## src/hdl/pclb_pkg.sv

```systemverilog
// Shared types, codes and fixed widths of the particle cell-list binning block.
`default_nettype none

package pclb_pkg;

   // result status codes
   localparam logic [1:0] STATUS_STORED  = 2'd0;
   localparam logic [1:0] STATUS_SKIPPED = 2'd1;
   localparam logic [1:0] STATUS_RANGE   = 2'd2;
   localparam logic [1:0] STATUS_FULL    = 2'd3;

   // register indexes
   localparam int         CSR_IDX_W     = 3;
   localparam logic [2:0] CSR_ORIGIN_X  = 3'd0;
   localparam logic [2:0] CSR_ORIGIN_Y  = 3'd1;
   localparam logic [2:0] CSR_RECIP_A_X = 3'd2;
   localparam logic [2:0] CSR_RECIP_A_Y = 3'd3;
   localparam logic [2:0] CSR_RECIP_B_X = 3'd4;
   localparam logic [2:0] CSR_RECIP_B_Y = 3'd5;
   localparam logic [2:0] CSR_CELLS_A   = 3'd6;
   localparam logic [2:0] CSR_CELLS_B   = 3'd7;

   // size threshold, 10.0 in Q16.16
   localparam logic [31:0] SIZE_LIMIT = 32'd655360;

   // frame epoch carried with every word and stored with every count
   localparam int                 EPOCH_W    = 8;
   localparam logic [EPOCH_W-1:0] EPOCH_LAST = '1;

   // datapath widths
   localparam int DIFF_W  = 33;  // pos - origin
   localparam int PROD_W  = 65;  // Q32.32 product
   localparam int SUM_W   = 66;  // sum of two products
   localparam int SCALE_W = 74;  // sum times subcell count
   localparam int IC_W    = 42;  // floored subcell coordinate
   localparam int LIN_W   = 51;  // ic*cells_b + jc
   localparam int LIM_W   = 17;  // cell limit, up to 65536
   localparam int IDX_W   = 16;  // cell index carried in a queue word

   // queue between front and back
   localparam int QUEUE_DEPTH = 4;
   localparam int QPTR_W      = 2;
   localparam int QCNT_W      = 3;

   typedef struct packed {
      logic signed [31:0] origin_x;
      logic signed [31:0] origin_y;
      logic signed [31:0] recip_a_x;
      logic signed [31:0] recip_a_y;
      logic signed [31:0] recip_b_x;
      logic signed [31:0] recip_b_y;
      logic [6:0]         cells_a;
      logic [6:0]         cells_b;
   } cfg_type;

   typedef struct packed {
      logic [15:0]        pid;
      logic [EPOCH_W-1:0] epoch;
      logic [1:0]         status;
      logic [IDX_W-1:0]   cell_idx;
   } item_type;

   typedef struct packed {
      logic scrub_start;
   } front_ctl_type;

   typedef struct packed {
      logic scrub_busy;
      logic drained;
   } back_status_type;

endpackage

`default_nettype wire

```

## src/hdl/pclb_queue.sv

```systemverilog
// Short word queue between the front end and the back end.
`default_nettype none

module pclb_queue (
   input  logic               clock,
   input  logic               reset,
   input  logic               push_valid_i,
   output logic               push_ready_o,
   input  pclb_pkg::item_type push_item_i,
   output logic               pop_valid_o,
   input  logic               pop_ready_i,
   output pclb_pkg::item_type pop_item_o
);

   localparam int QPTR_W = pclb_pkg::QPTR_W;
   localparam int QCNT_W = pclb_pkg::QCNT_W;
   localparam logic [QPTR_W-1:0] PTR_LAST = QPTR_W'(pclb_pkg::QUEUE_DEPTH - 1);

   pclb_pkg::item_type slot_ff [pclb_pkg::QUEUE_DEPTH];
   logic [QPTR_W-1:0]  wr_ptr_ff, wr_ptr_in, rd_ptr_ff, rd_ptr_in;
   logic [QCNT_W-1:0]  count_ff, count_in;
   logic               push, pop;

   assign push_ready_o = count_ff != QCNT_W'(pclb_pkg::QUEUE_DEPTH);
   assign pop_valid_o  = count_ff != '0;
   assign push         = push_valid_i && push_ready_o;
   assign pop          = pop_valid_o && pop_ready_i;
   assign pop_item_o   = slot_ff[rd_ptr_ff];

   always_comb begin
      wr_ptr_in = wr_ptr_ff;
      rd_ptr_in = rd_ptr_ff;
      if (push) begin
         wr_ptr_in = (wr_ptr_ff == PTR_LAST) ? '0 : wr_ptr_ff + 1'b1;
      end
      if (pop) begin
         rd_ptr_in = (rd_ptr_ff == PTR_LAST) ? '0 : rd_ptr_ff + 1'b1;
      end
      count_in = count_ff + QCNT_W'(push) - QCNT_W'(pop);
   end

   always_ff @(posedge clock) begin
      if (reset) begin
         wr_ptr_ff <= '0;
         rd_ptr_ff <= '0;
         count_ff  <= '0;
      end else begin
         wr_ptr_ff <= wr_ptr_in;
         rd_ptr_ff <= rd_ptr_in;
         count_ff  <= count_in;
      end
   end

   always_ff @(posedge clock) begin
      if (push) begin
         slot_ff[wr_ptr_ff] <= push_item_i;
      end
   end

endmodule

`default_nettype wire

```

## config.mk

```make
export PLATFORM = sky130hd
export DESIGN_NAME = pclb_queue
export DESIGN_NICKNAME = d
export VERILOG_FILES = /design/src/hdl/pclb_pkg.sv /design/src/hdl/pclb_queue.sv
export SDC_FILE = /design/constraint.sdc
export NUM_CORES = 1
export LEC_CHECK = 0
export ABC_AREA = 1
export BUFFER_PORTS_ARGS = -buffer_cell sky130_fd_sc_hd__buf_2
export CAP_MARGIN = 30
export CORE_MARGIN = 2
export CORE_UTILIZATION = 57
export CTS_CLUSTER_SIZE = 10
export DETAILED_ROUTE_END_ITERATION = 7
export PLACE_DENSITY = 0.79
export SLEW_MARGIN = 20
export SYNTH_ARGS = -nofsm -noshare
export SYNTH_HDL_FRONTEND = slang
export SYNTH_SLANG_ARGS = --single-unit
```

## constraint.sdc

```tcl
create_clock -name clock -period 3.7 [get_ports clock]
set_input_delay 0.74 -clock clock [delete_from_list [all_inputs] [get_ports clock]]
set_output_delay 0.74 -clock clock [all_outputs]
set_load 0.05 [all_outputs]
```

==> Word level (Yosys, flattened, before mapping) <==
Memory sizes are Yosys's and may differ from the RTL's. A register that Yosys moved wholly into a read port is not among the register bits.
Cells that the tools add are included.
{ "word_totals": {"ram_bits": 168, "reg_bits": 7, "rom_bits": 0, "latch_bits": 0, "mem_count": 1, "word_cells": 20} }
{ "classes": {"mul": 0, "bitwise_logic": 0, "n_addsub": 4, "muxes": 6, "n_shift": 0, "reduce_logical": 3, "eq_ne": 3, "n_lt_le_gt_ge": 0, "n_div": 0} }
{ "mem_list": {"columns": ["memory", "words", "word_bits", "read_ports", "rd_clocked_by_memory_dff", "wr", "line_no", "rtl"], "rows": [
  ["slot_ff", 4, 42, 1, 1, 1, "pclb_queue.sv:19", "pclb_pkg::item_type slot_ff [pclb_pkg::QUEUE_DEPTH];"]
]} }
{ "op_table": {"columns": ["operator", "count"], "rows": [
  ["$mux 2", 4],
  ["$add 2x1->2 const B", 2],
  ["$eq 2x2->1 const B", 2],
  ["$add 3x1->3", 1],
  ["$ne 3x3->1 const B", 1],
  ["$reduce_bool 3->1", 1],
  ["$sub 3x1->3", 1],
  ["$logic_and 1x1->1", 2],
  ["$mux 1", 2]
]} }

==> Depth between registers and ports, before layout <==
Gate-level depths: netlist of the first run.
{ "depth": {"depth_word": 4, "ltp_mapped": 12, "mapped_depth_nobuf": 12} }

==> Worst setup path before layout of the first run <==
Ideal clock, no wire load.
{ "synth_timing": {"kind": "reg-to-reg", "from": "register count_ff[1]", "to": "memory slot_ff[0][0] in the netlist's numbering, enable pin", "stages_incl_launch_ff": 5, "required_time_ns": 3.258, "path_buffers": 0, "setup_ns": 0.442, "synth_period_minus_slack_ns": 3.286, "slack_ns": 0.414, "arrival_time_ns": 2.844, "cell_sequence": "dfxtp_1 nor2_1 nand2_1 nand2_2 nor2_1"} }
{ "synth_via": {"elab_chain_cells": 4} }
{ "synth_lines": {"columns": ["item", "line_no", "rtl"], "rows": [
  ["start, declared", "pclb_queue.sv:21", "logic [QCNT_W-1:0] count_ff, count_in;"],
  ["start signal, assigned", "pclb_queue.sv:50", "count_ff <= count_in;"],
  ["$ne 3x3->1", "pclb_queue.sv:24", "assign push_ready_o = count_ff != QCNT_W'(pclb_pkg::QUEUE_DEPTH);"],
  ["named net push_ready_o", "pclb_queue.sv:8", "output logic push_ready_o,"],
  ["$logic_and 1x1->1", "pclb_queue.sv:26", "assign push = push_valid_i && push_ready_o;"],
  ["$mux 1", "pclb_queue.sv:55", "if (push) begin"],
  ["$mux 1 (not written as such)", "pclb_queue.sv:56", "slot_ff[wr_ptr_ff] <= push_item_i;"],
  ["end, declared", "pclb_queue.sv:19", null]
]} }
The timed path passes the listed nets, and every way through them passes these cells.

==> impl_metrics.toml, run 1 <==
[timing]
whs_ps = 510
relSlewSlack_pct = 58.1
skew_ps = 8.11
fmax_ghz = 0.342
period_share_pct = 79.0
rsz0062_at_grt = "false"
period_minus_slack_ps = 2920
hold_viol = 0
tightest_slew_ps = 628
slew_violations = 0
fin_tns_setup_ps = 0
setup_viol = 0

[yosys]
ys_async_sr_fraction_pct = 0
synth_edf_count = 168
synth_top_area_share_pct = 75.2
synth_nets = 523
avgSynthCellArea_um2 = 14.3
synth_top_cell_by_area = "edfxtp_1"
netlist_instances = 469
yosysMostFrequentCell = "edfxtp_1"
ys.flop_type = "edfxtp_1"
syn_area_um2 = 6710
synthTopCellsByArea = "edfxtp_1 75%, nor2_1 5.7%, o21ai_0 4.6%, o22ai_1 3.9%, dfxtp_1 2.7%"
ys_seq_area_share_pct = 77.9
ys_ff_latch = 177
synth_warnings = 0
synth_cell_type_count = 23
synth_common_cells = "168 x edfxtp_1, 101 x nor2_1, 62 x o21ai_0, 42 x o22ai_1, 22 x o21ai_1"

[floorplanning]
ios = 90
dieHeight_um = 112
initial_core_util_pct = 58.5
dieArea_um2 = 12700
core-area_um2 = 11500
rows = 39
die_x_um = 112

[global_routing]
grt_usage_pct = 21.1
overflow = 0
grt_max_degree = 73
first_global_vias = 4238
antenna_found_initial = 1
grt_pass1_wl_mm = 20.3

[layout]
register_area_um2 = 5230
multi_input_area_um2 = 1290
final.fill_count = 748
drive_gt1_share_pct = 24.0
syn_to_final_growth_pct = 17.6
nets = 616

[detailed_routing]
drc = 0
drtAntennaViolNets = 0
dr.pass1.iters = 5
routed_wl_mm = 12.8
drt_iter0_drc = 350
vias = 4065
wl_per_cell_um = 17.8
viasPerCell = 5.65

[power_and_ir_drop]
leakage_uw = 0.00283
peakVddDrop_v = 0.000544
powerDensity_nw_per_um2 = 864

[cts]
clk_pin_slew_worst_paths_ps = 60
cts_buffer_depth = 2
cts_max_level = 4
tritoncts = "built"
clock_latency_ps = 420
cts_hold_buf = 0
cts-resized-gates = 0
cts_made_buffers = 17
cts_root_buffer = "clkbuf_16"
cts_setup_buffers = 0
cts.sinks = 177

[place]
portBuffers = 89
dp_hpwl_mm = 7.46
place_congestion = 0.747

[setup_path]
path_max_fanout = 40
start_kind = "flip-flop"
end_kind = "primary output"
required_ps = 2960
path_class = "reg2out"
arrival_ps = 2180

[hold_path]
hp-class = "in2reg"

[run]
cap_viol_max_count = 0

[outcome]
status = "finished clean"
-- sequential cells by signal, indices dropped and copies added, names as in the netlist, named ones only --
signal and count:
count_ff 3, rd_ptr_ff 2, slot_ff 168, wr_ptr_ff 2
-- logic make-up (layout without fill, tap and decap cells) --
kind of cell	Yosys count	count (layout)	share of synthesized area [%]
flip-flops	177	177	77.9
XOR/XNOR	1	1	0.131
buffers and inverters	40	146	3.36
AO/OA/AOI/OAI	128	128	10.4
AND/OR/NAND/NOR	115	115	6.64
other	0	1	0
adder cells (fa/ha/maj)	8	8	1.60
-- routing by layer --
layer	vias up	track usage (%)	wire length, µm
li1	1926	-	-
met1	1994	26.0	5350
met2	127	34.6	6440
met3	18	7.45	845
met4	0	8.05	187
met5	-	0	0
-- per-stage QoR --
stage	cells	setup WS, ps	instance area [µm²]	utilization, %	power [µW]
CTS	718	791	7890	68.8	6860
floorplan	469	414	6710	-	4510
global placement	685	929	7280	63.5	5030
finish	719	776	7890	68.8	6810
global route	718	656	7890	68.8	7120
detailed placement	686	1250	7290	63.6	5110
-- power breakdown --
group,total (µW),leakage [µW],internal (µW),switching (µW)
logic,2510,0.000934,558,1950
clock network,1750,0.000280,1050,698
registers,2550,0.00161,2460,90.1
-- placed cells by master (no fill, tap or decap), types with 2 or more instances in the layout --
master,instances
buf_2,89
buf_4,9
bufinv_16,3
clkbuf_16,17
clkinv_1,3
clkinv_2,3
clkinv_4,3
clkinvlp_4,4
dfxtp_1,8
edfxtp_1,168
ha_1,7
inv_1,11
inv_2,2
nand2_1,9
nand3b_1,2
nor2_1,97
nor2_4,4
o21ai_0,62
o21ai_1,22
o22ai_1,42
-- worst paths after layout --
kind	from	to	slack [ps]	cells past startpoint
hold / removal	reset	count_ff[1]	510	2
setup / recovery	flip-flop	pop_item_o[3]	780	4
hold reg to reg	rd_ptr_ff[1]	flip-flop	510	2
setup reg to reg	count_ff[1]	count_ff[2]	1500	12
-- layout make-up --
type	instances	area share (%)
Antenna cell	1	0.0317
Clock buffer	17	5.39
Clock inverter	15	2.14
Inverter	14	0.666
Multi-Input combinational cell	252	16.3
Sequential cell	177	66.2
Tap cell	143	2.27
Timing Repair Buffer	100	6.95
-- critical path, cell delays in order, from the launching register on --
cell and delay (ps):
dfxtp_2 560, buf_4 430, o21ai_0 150, o22ai_1 290
buf_2 330
Power figures use the tool's default switching activity.
==> run 2, diff against run 1 <==
- CORE_UTILIZATION: 57 -> 51
- PLACE_DENSITY: 0.79 -> 0.75
- clock period: 3.7 -> 2.5 ns (I/O delays scaled with it)
==> run 2 against run 1 <==
Effect of this change:
- global-route usage decreased by 1.9 points
- via count decreased by 0.59%
- clock skew decreased by 2.8 ps
- critical endpoint is now pop_item_o[29]
- largest cell class unchanged
- highest routed layer unchanged
==> impl_metrics.toml, run 2 (same netlist as run 1, synthesis figures left out) <==
[cts]
cts_setup_buffers = 0
cts_max_level = 4
clk_pin_slew_worst_paths_ps = 60
cts_root_buffer = "clkbuf_16"
clock_latency_ps = 410
cts_buffer_depth = 2
cts_made_buffers = 17
cts_hold_buf = 0
cts.sinks = 177
tritoncts = "built"

[timing]
fmax_ghz = 0.418
slew_violations = 0
final.setup.worst_slack_ps = 108
period_share_pct = 95.7
rsz0062_at_grt = "false"
skew_ps = 5.30
whs_ps = 267
hold_viol = 0
setup_viol = 0
tightest_slew_ps = 471
relSlewSlack_pct = 68.6
period_minus_slack_ps = 2390
fin_tns_setup_ps = 0

[layout]
largest_reg_flops = 168
top_regs = "slot_ff x168, count_ff x3"
drive_gt1_share_pct = 23.8
final.fill_count = 977
layout_commonest_cell = "edfxtp_1"
syn_to_final_growth_pct = 19.4
nets = 616
max_flop_register = "slot_ff"
fin_cells = 748
final_cell_mix = "168 x edfxtp_1, 97 x nor2_1, 89 x buf_2"

[setup_path]
cpPeakStageDelay_ps = 400
required_ps = 2000
path_class = "reg2out"
arrival_ps = 1890
path_max_fanout = 44
path_cells = "inv_2 > buf_4 > o21ai_0 > o22ai_1 > buf_2"
end_kind = "primary output"
start_kind = "flip-flop"
slowest_stage = "buf_4"

[global_routing]
antenna_found_initial = 1
first_global_vias = 4137
overflow = 0
grt_pass1_wl_mm = 20.5
grt_max_degree = 53
grt_usage_pct = 19.1

[detailed_routing]
drc = 0
drt_iter0_drc = 486
drtAntennaViolNets = 0
dr.pass1.iters = 4
vias = 4041
viasPerCell = 5.40
routed_wl_mm = 12.9
wl_per_cell_um = 17.2

[power_and_ir_drop]
intPower_uw = 6280
combPwrFrac_pct = 36.5
powerDensity_nw_per_um2 = 1290
peakVddDrop_v = 0.000640
switching_share_pct = 39.0
leakage_uw = 0.00286
finalPower_uw = 10300
p_switching_uw = 4010
pwr-share-clk_pct = 27.1
power_frac_seq_pct = 36.4

[floorplanning]
initial_core_util_pct = 52.7
ios = 90
dieArea_um2 = 14100
rows = 41
core-area_um2 = 12700
die_x_um = 119
dieHeight_um = 119

[place]
dp_hpwl_mm = 7.43
portBuffers = 89
dp_slack_ps = 352
numPlacedInstances = 715
place_congestion = 0.729

[hold_path]
hp-class = "in2reg"

[run]
cap_viol_max_count = 0

[outcome]
status = "finished clean"
==> run 2: area by class of cell <==
class	instances	area [µm²]	share of cell area, %
Sequential cell	177	5230	65.3
Multi-Input combinational cell	252	1290	16.1
Timing Repair Buffer	100	586	7.31
Clock buffer	21	450	5.63
Tap cell	172	215	2.69
Clock inverter	11	186	2.33
Inverter	14	52.6	0.656
Antenna cell	1	2.50	0.0313
==> run 2: through the flow <==
step                      util [%]  area [µm²]
after floorplan                  -        6720
after global placement        57.8        7360
after detailed placement      57.8        7360
after CTS                     62.9        8000
after global routing          62.9        8000
final                         62.9        8010
==> run 2: metal layers <==
metal / share of wire [%] / wire length [µm] / GRT usage (%) / up-vias
met5: 0 / 0 / 0 / -
met4: 1.1 / 145 / 7.37 / 0
met3: 7.3 / 938 / 6.47 / 10
met2: 50 / 6420 / 30.4 / 135
met1: 42 / 5380 / 24.5 / 1970
li1: - / - / - / 1926
==> run 2: what timing repair did <==
| action | CTS | global route |
|---|---|---|
| hold endpoints to repair | 0 | 0 |
| resized for setup | 0 | 2 |
| setup endpoints to repair | 0 | 14 |
==> run 2: final timing paths <==
| check | start | end | slack, ps | cells after the start |
|---|---|---|---|---|
| worst max-delay path | flip-flop | pop_item_o[29] | 110 | 5 |
| worst min-delay path | reset | count_ff[1] | 270 | 2 |
| worst max register to register | count_ff[1] | count_ff[2] | 370 | 12 |
| worst min register to register | rd_ptr_ff[1] | rd_ptr_ff[1] | 530 | 2 |
==> run 2: worst max-delay path, delay by kind of cell, from the launching register on <==
kind | cells | cell delay [ps]
buffers and inverters | 3 | 760
AO/OA/AOI/OAI | 2 | 370
flip-flops | 1 | 330
==> run 2: power groups by stage <==
stage	clock (µW)	combinational, µW	sequential [µW]
after global placement	0	3720	3780
after detailed placement	0	3780	3800
after CTS	2840	3800	3740
after floorplan	0	2890	3790
after global routing	2960	4050	3770
final	2790	3760	3740
==> run 3, diff against run 2 <==
- ABC_AREA: 1 -> default
- HOLD_SLACK_MARGIN: default -> 0.05
==> run 3 against run 2 <==
Effect of this change:
- combinational power fell by 28%
- maximum frequency rose by 1.2%
- wire length down 18%
- core utilization decreased by 0.62 points
- highest routed layer unchanged
==> impl_metrics.toml, run 3 <==
[timing]
setup_viol = 0
rsz0062_at_grt = "false"
fmax_ghz = 0.423
skew_ps = 3.70
fin_tns_setup_ps = 0
hold_viol = 0
period_share_pct = 94.6
whs_ps = 297
relSlewSlack_pct = 56.2
tightest_slew_ps = 657
period_minus_slack_ps = 2360
slew_violations = 0

[layout]
final_cell_mix = "168 x edfxtp_1, 89 x buf_2, 42 x mux4_2"
final.fill_count = 899
largest_reg_flops = 168
syn_to_final_growth_pct = 19.8
nets = 425
num_antenna_cells = 0
drive_gt1_share_pct = 46.1
max_flop_register = "slot_ff"
layout_commonest_cell = "edfxtp_1"
register_area_um2 = 5230
top_regs = "slot_ff x168, count_ff x3"
multi_input_area_um2 = 1240

[yosys]
ys.flop_type = "edfxtp_1"
syn_area_um2 = 6540
netlist_instances = 269
synthTopCellsByArea = "edfxtp_1 77%, mux4_2 14%, dfxtp_1 2.8%, ha_1 1.3%, buf_4 0.46%"
yosysMostFrequentCell = "edfxtp_1"
ys_async_sr_fraction_pct = 0
ys_seq_area_share_pct = 79.9
synthXorXnorAreaFrac_pct = 0.134
synth_nets = 323
avgSynthCellArea_um2 = 24.3
synth_common_cells = "168 x edfxtp_1, 42 x mux4_2, 9 x dfxtp_1, 7 x ha_1"
ys_ff_latch = 177
synth_edf_count = 168
synth_top_cell_by_area = "edfxtp_1"
synth_warnings = 0
synthAdderAreaFrac_pct = 1.65
synth_top_family_by_area = "multiplexers"
synthMuxAreaShare_pct = 14.8
synth_cell_type_count = 28
synth-simple-area-share_pct = 1.68
synth_top_area_share_pct = 77.2
synth_compound_area_share_pct = 0.459

[setup_path]
crit_end = "count_ff[2]"
end_kind = "flip-flop"
arrival_ps = 2690
path_class = "reg2reg"
rrSetupSlack_ps = 140
path_max_fanout = 7
crit_start = "count_ff[1]"
rr_startpoint = "count_ff[1]"
r2r_end = "count_ff[2]"
start_kind = "flip-flop"
reg2reg_depth = 10
required_ps = 2830

[cts]
cts_buffer_depth = 2
clk_pin_slew_worst_paths_ps = 60
cts_made_buffers = 17
clock_latency_ps = 420
tritoncts = "built"
cts_max_level = 4
cts_root_buffer = "clkbuf_16"
cts.sinks = 177

[power_and_ir_drop]
peakVddDrop_v = 0.000736
intPower_uw = 6130
power_frac_seq_pct = 41.2
switching_share_pct = 32.5
powerDensity_nw_per_um2 = 1160
pwr-share-clk_pct = 29.2
p_switching_uw = 2950
leakage_uw = 0.00268
combPwrFrac_pct = 29.6

[place]
place_congestion = 0.683
dp_hpwl_mm = 6.06
portBuffers = 89

[floorplanning]
dieHeight_um = 117
dieArea_um2 = 13700
core-area_um2 = 12600
initial_core_util_pct = 52.0
die_x_um = 117
rows = 41
ios = 90

[detailed_routing]
vias = 2951
drtAntennaViolNets = 0
dr.pass1.iters = 4
routed_wl_mm = 10.6
drc = 0
drt_iter0_drc = 166
wl_per_cell_um = 19.1
viasPerCell = 5.31

[global_routing]
antenna_found_initial = 0
overflow = 0
first_global_vias = 3156
grt_pass1_wl_mm = 16.5
grt_usage_pct = 17.0
grt_max_degree = 43

[hold_path]
hp-class = "in2reg"

[outcome]
status = "finished clean"

[run]
cap_viol_max_count = 0
==> run 3: changes by cell type after synthesis, moves of 5 or more <==
cell      change
nor2_1       -98
o21ai_0      -62
mux4_2       +42
o22ai_1      -42
o21ai_1      -22
nand2_1       -8
clkbuf_1      -7
inv_1         -6
buf_6         -5
==> run 3: area by class of cell <==
class | instances | share of cell area, %
multi-input combinational | 75 | 15.8
inverter | 5 | 0.240
clock buffer | 18 | 5.48
clock inverter | 14 | 2.17
timing repair buffer | 95 | 6.74
tap | 172 | 2.75
sequential | 177 | 66.8
==> run 3: metal layers <==
layer | up-vias | share of wire [%] | GRT usage (%)
met2 | 77 | 50 | 26.4
met5 | - | 0 | 0
li1 | 1333 | - | -
met3 | 16 | 5.5 | 5.82
met1 | 1525 | 43 | 22.0
met4 | 0 | 1.7 | 7.29
==> run 3: metrics by stage <==
step	power [µW]	area, µm²	utilization [%]	std cells	setup WS [ps]
floorplan	5890	6540	-	269	188
global placement	6470	7220	57.4	524	200
detailed placement	6520	7220	57.5	524	83.6
CTS	9170	7820	62.2	556	55.8
global route	9450	7830	62.3	556	18.6
finish	9080	7830	62.3	556	136
==> run 3: power by group through the flow <==
stage | sequential [µW] | clock (µW) | combinational [µW]
floorplan | 3760 | 0 | 2130
global placement | 3780 | 0 | 2690
detailed placement | 3810 | 0 | 2720
CTS | 3750 | 2700 | 2720
global route | 3780 | 2820 | 2850
finish | 3750 | 2650 | 2690
==> run 3: cell families after synthesis <==
| family | count (synthesis) |
|---|---|
| adders and majority gates | 8 |
| buffers and inverters | 17 |
| AOI/OAI and AO/OA | 4 |
| xor gates and xnor gates | 1 |
| muxes | 44 |
| and+or+nand+nor | 18 |
| DFF | 177 |
==> run 3: worst min path at each step <==
| stage | start | end | slack (ps) | cells past startpoint |
|---|---|---|---|---|
| floorplan | rd_ptr_ff[0] | flip-flop | 460 | 2 |
| global placement | rd_ptr_ff[0] | flip-flop | 470 | 2 |
| detailed placement | rd_ptr_ff[0] | flip-flop | 480 | 2 |
| CTS | push_item_i[13] | slot_ff[0][13] | 280 | 1 |
| global route | push_item_i[13] | slot_ff[2][13] | 280 | 1 |
| finish | push_item_i[0] | slot_ff[1][0] | 300 | 1 |
==> run 3: worst max-delay path: stages (launching register included) <==
cell and delay (ps):
dfxtp_1 360, or3b_4 430, nand2_2 130, ha_1 230, inv_1 60, ha_1 130
inv_1 50, fa_1 380, xor2_1 170, and2_2 200, nor3_1 130
==> run 3: repair_timing <==
action | CTS | global route
buffers inserted | 0 | 0
resized for setup | 0 | 3
hold buffers | 0 | 0
endpoints found under the setup margin | 0 | 1
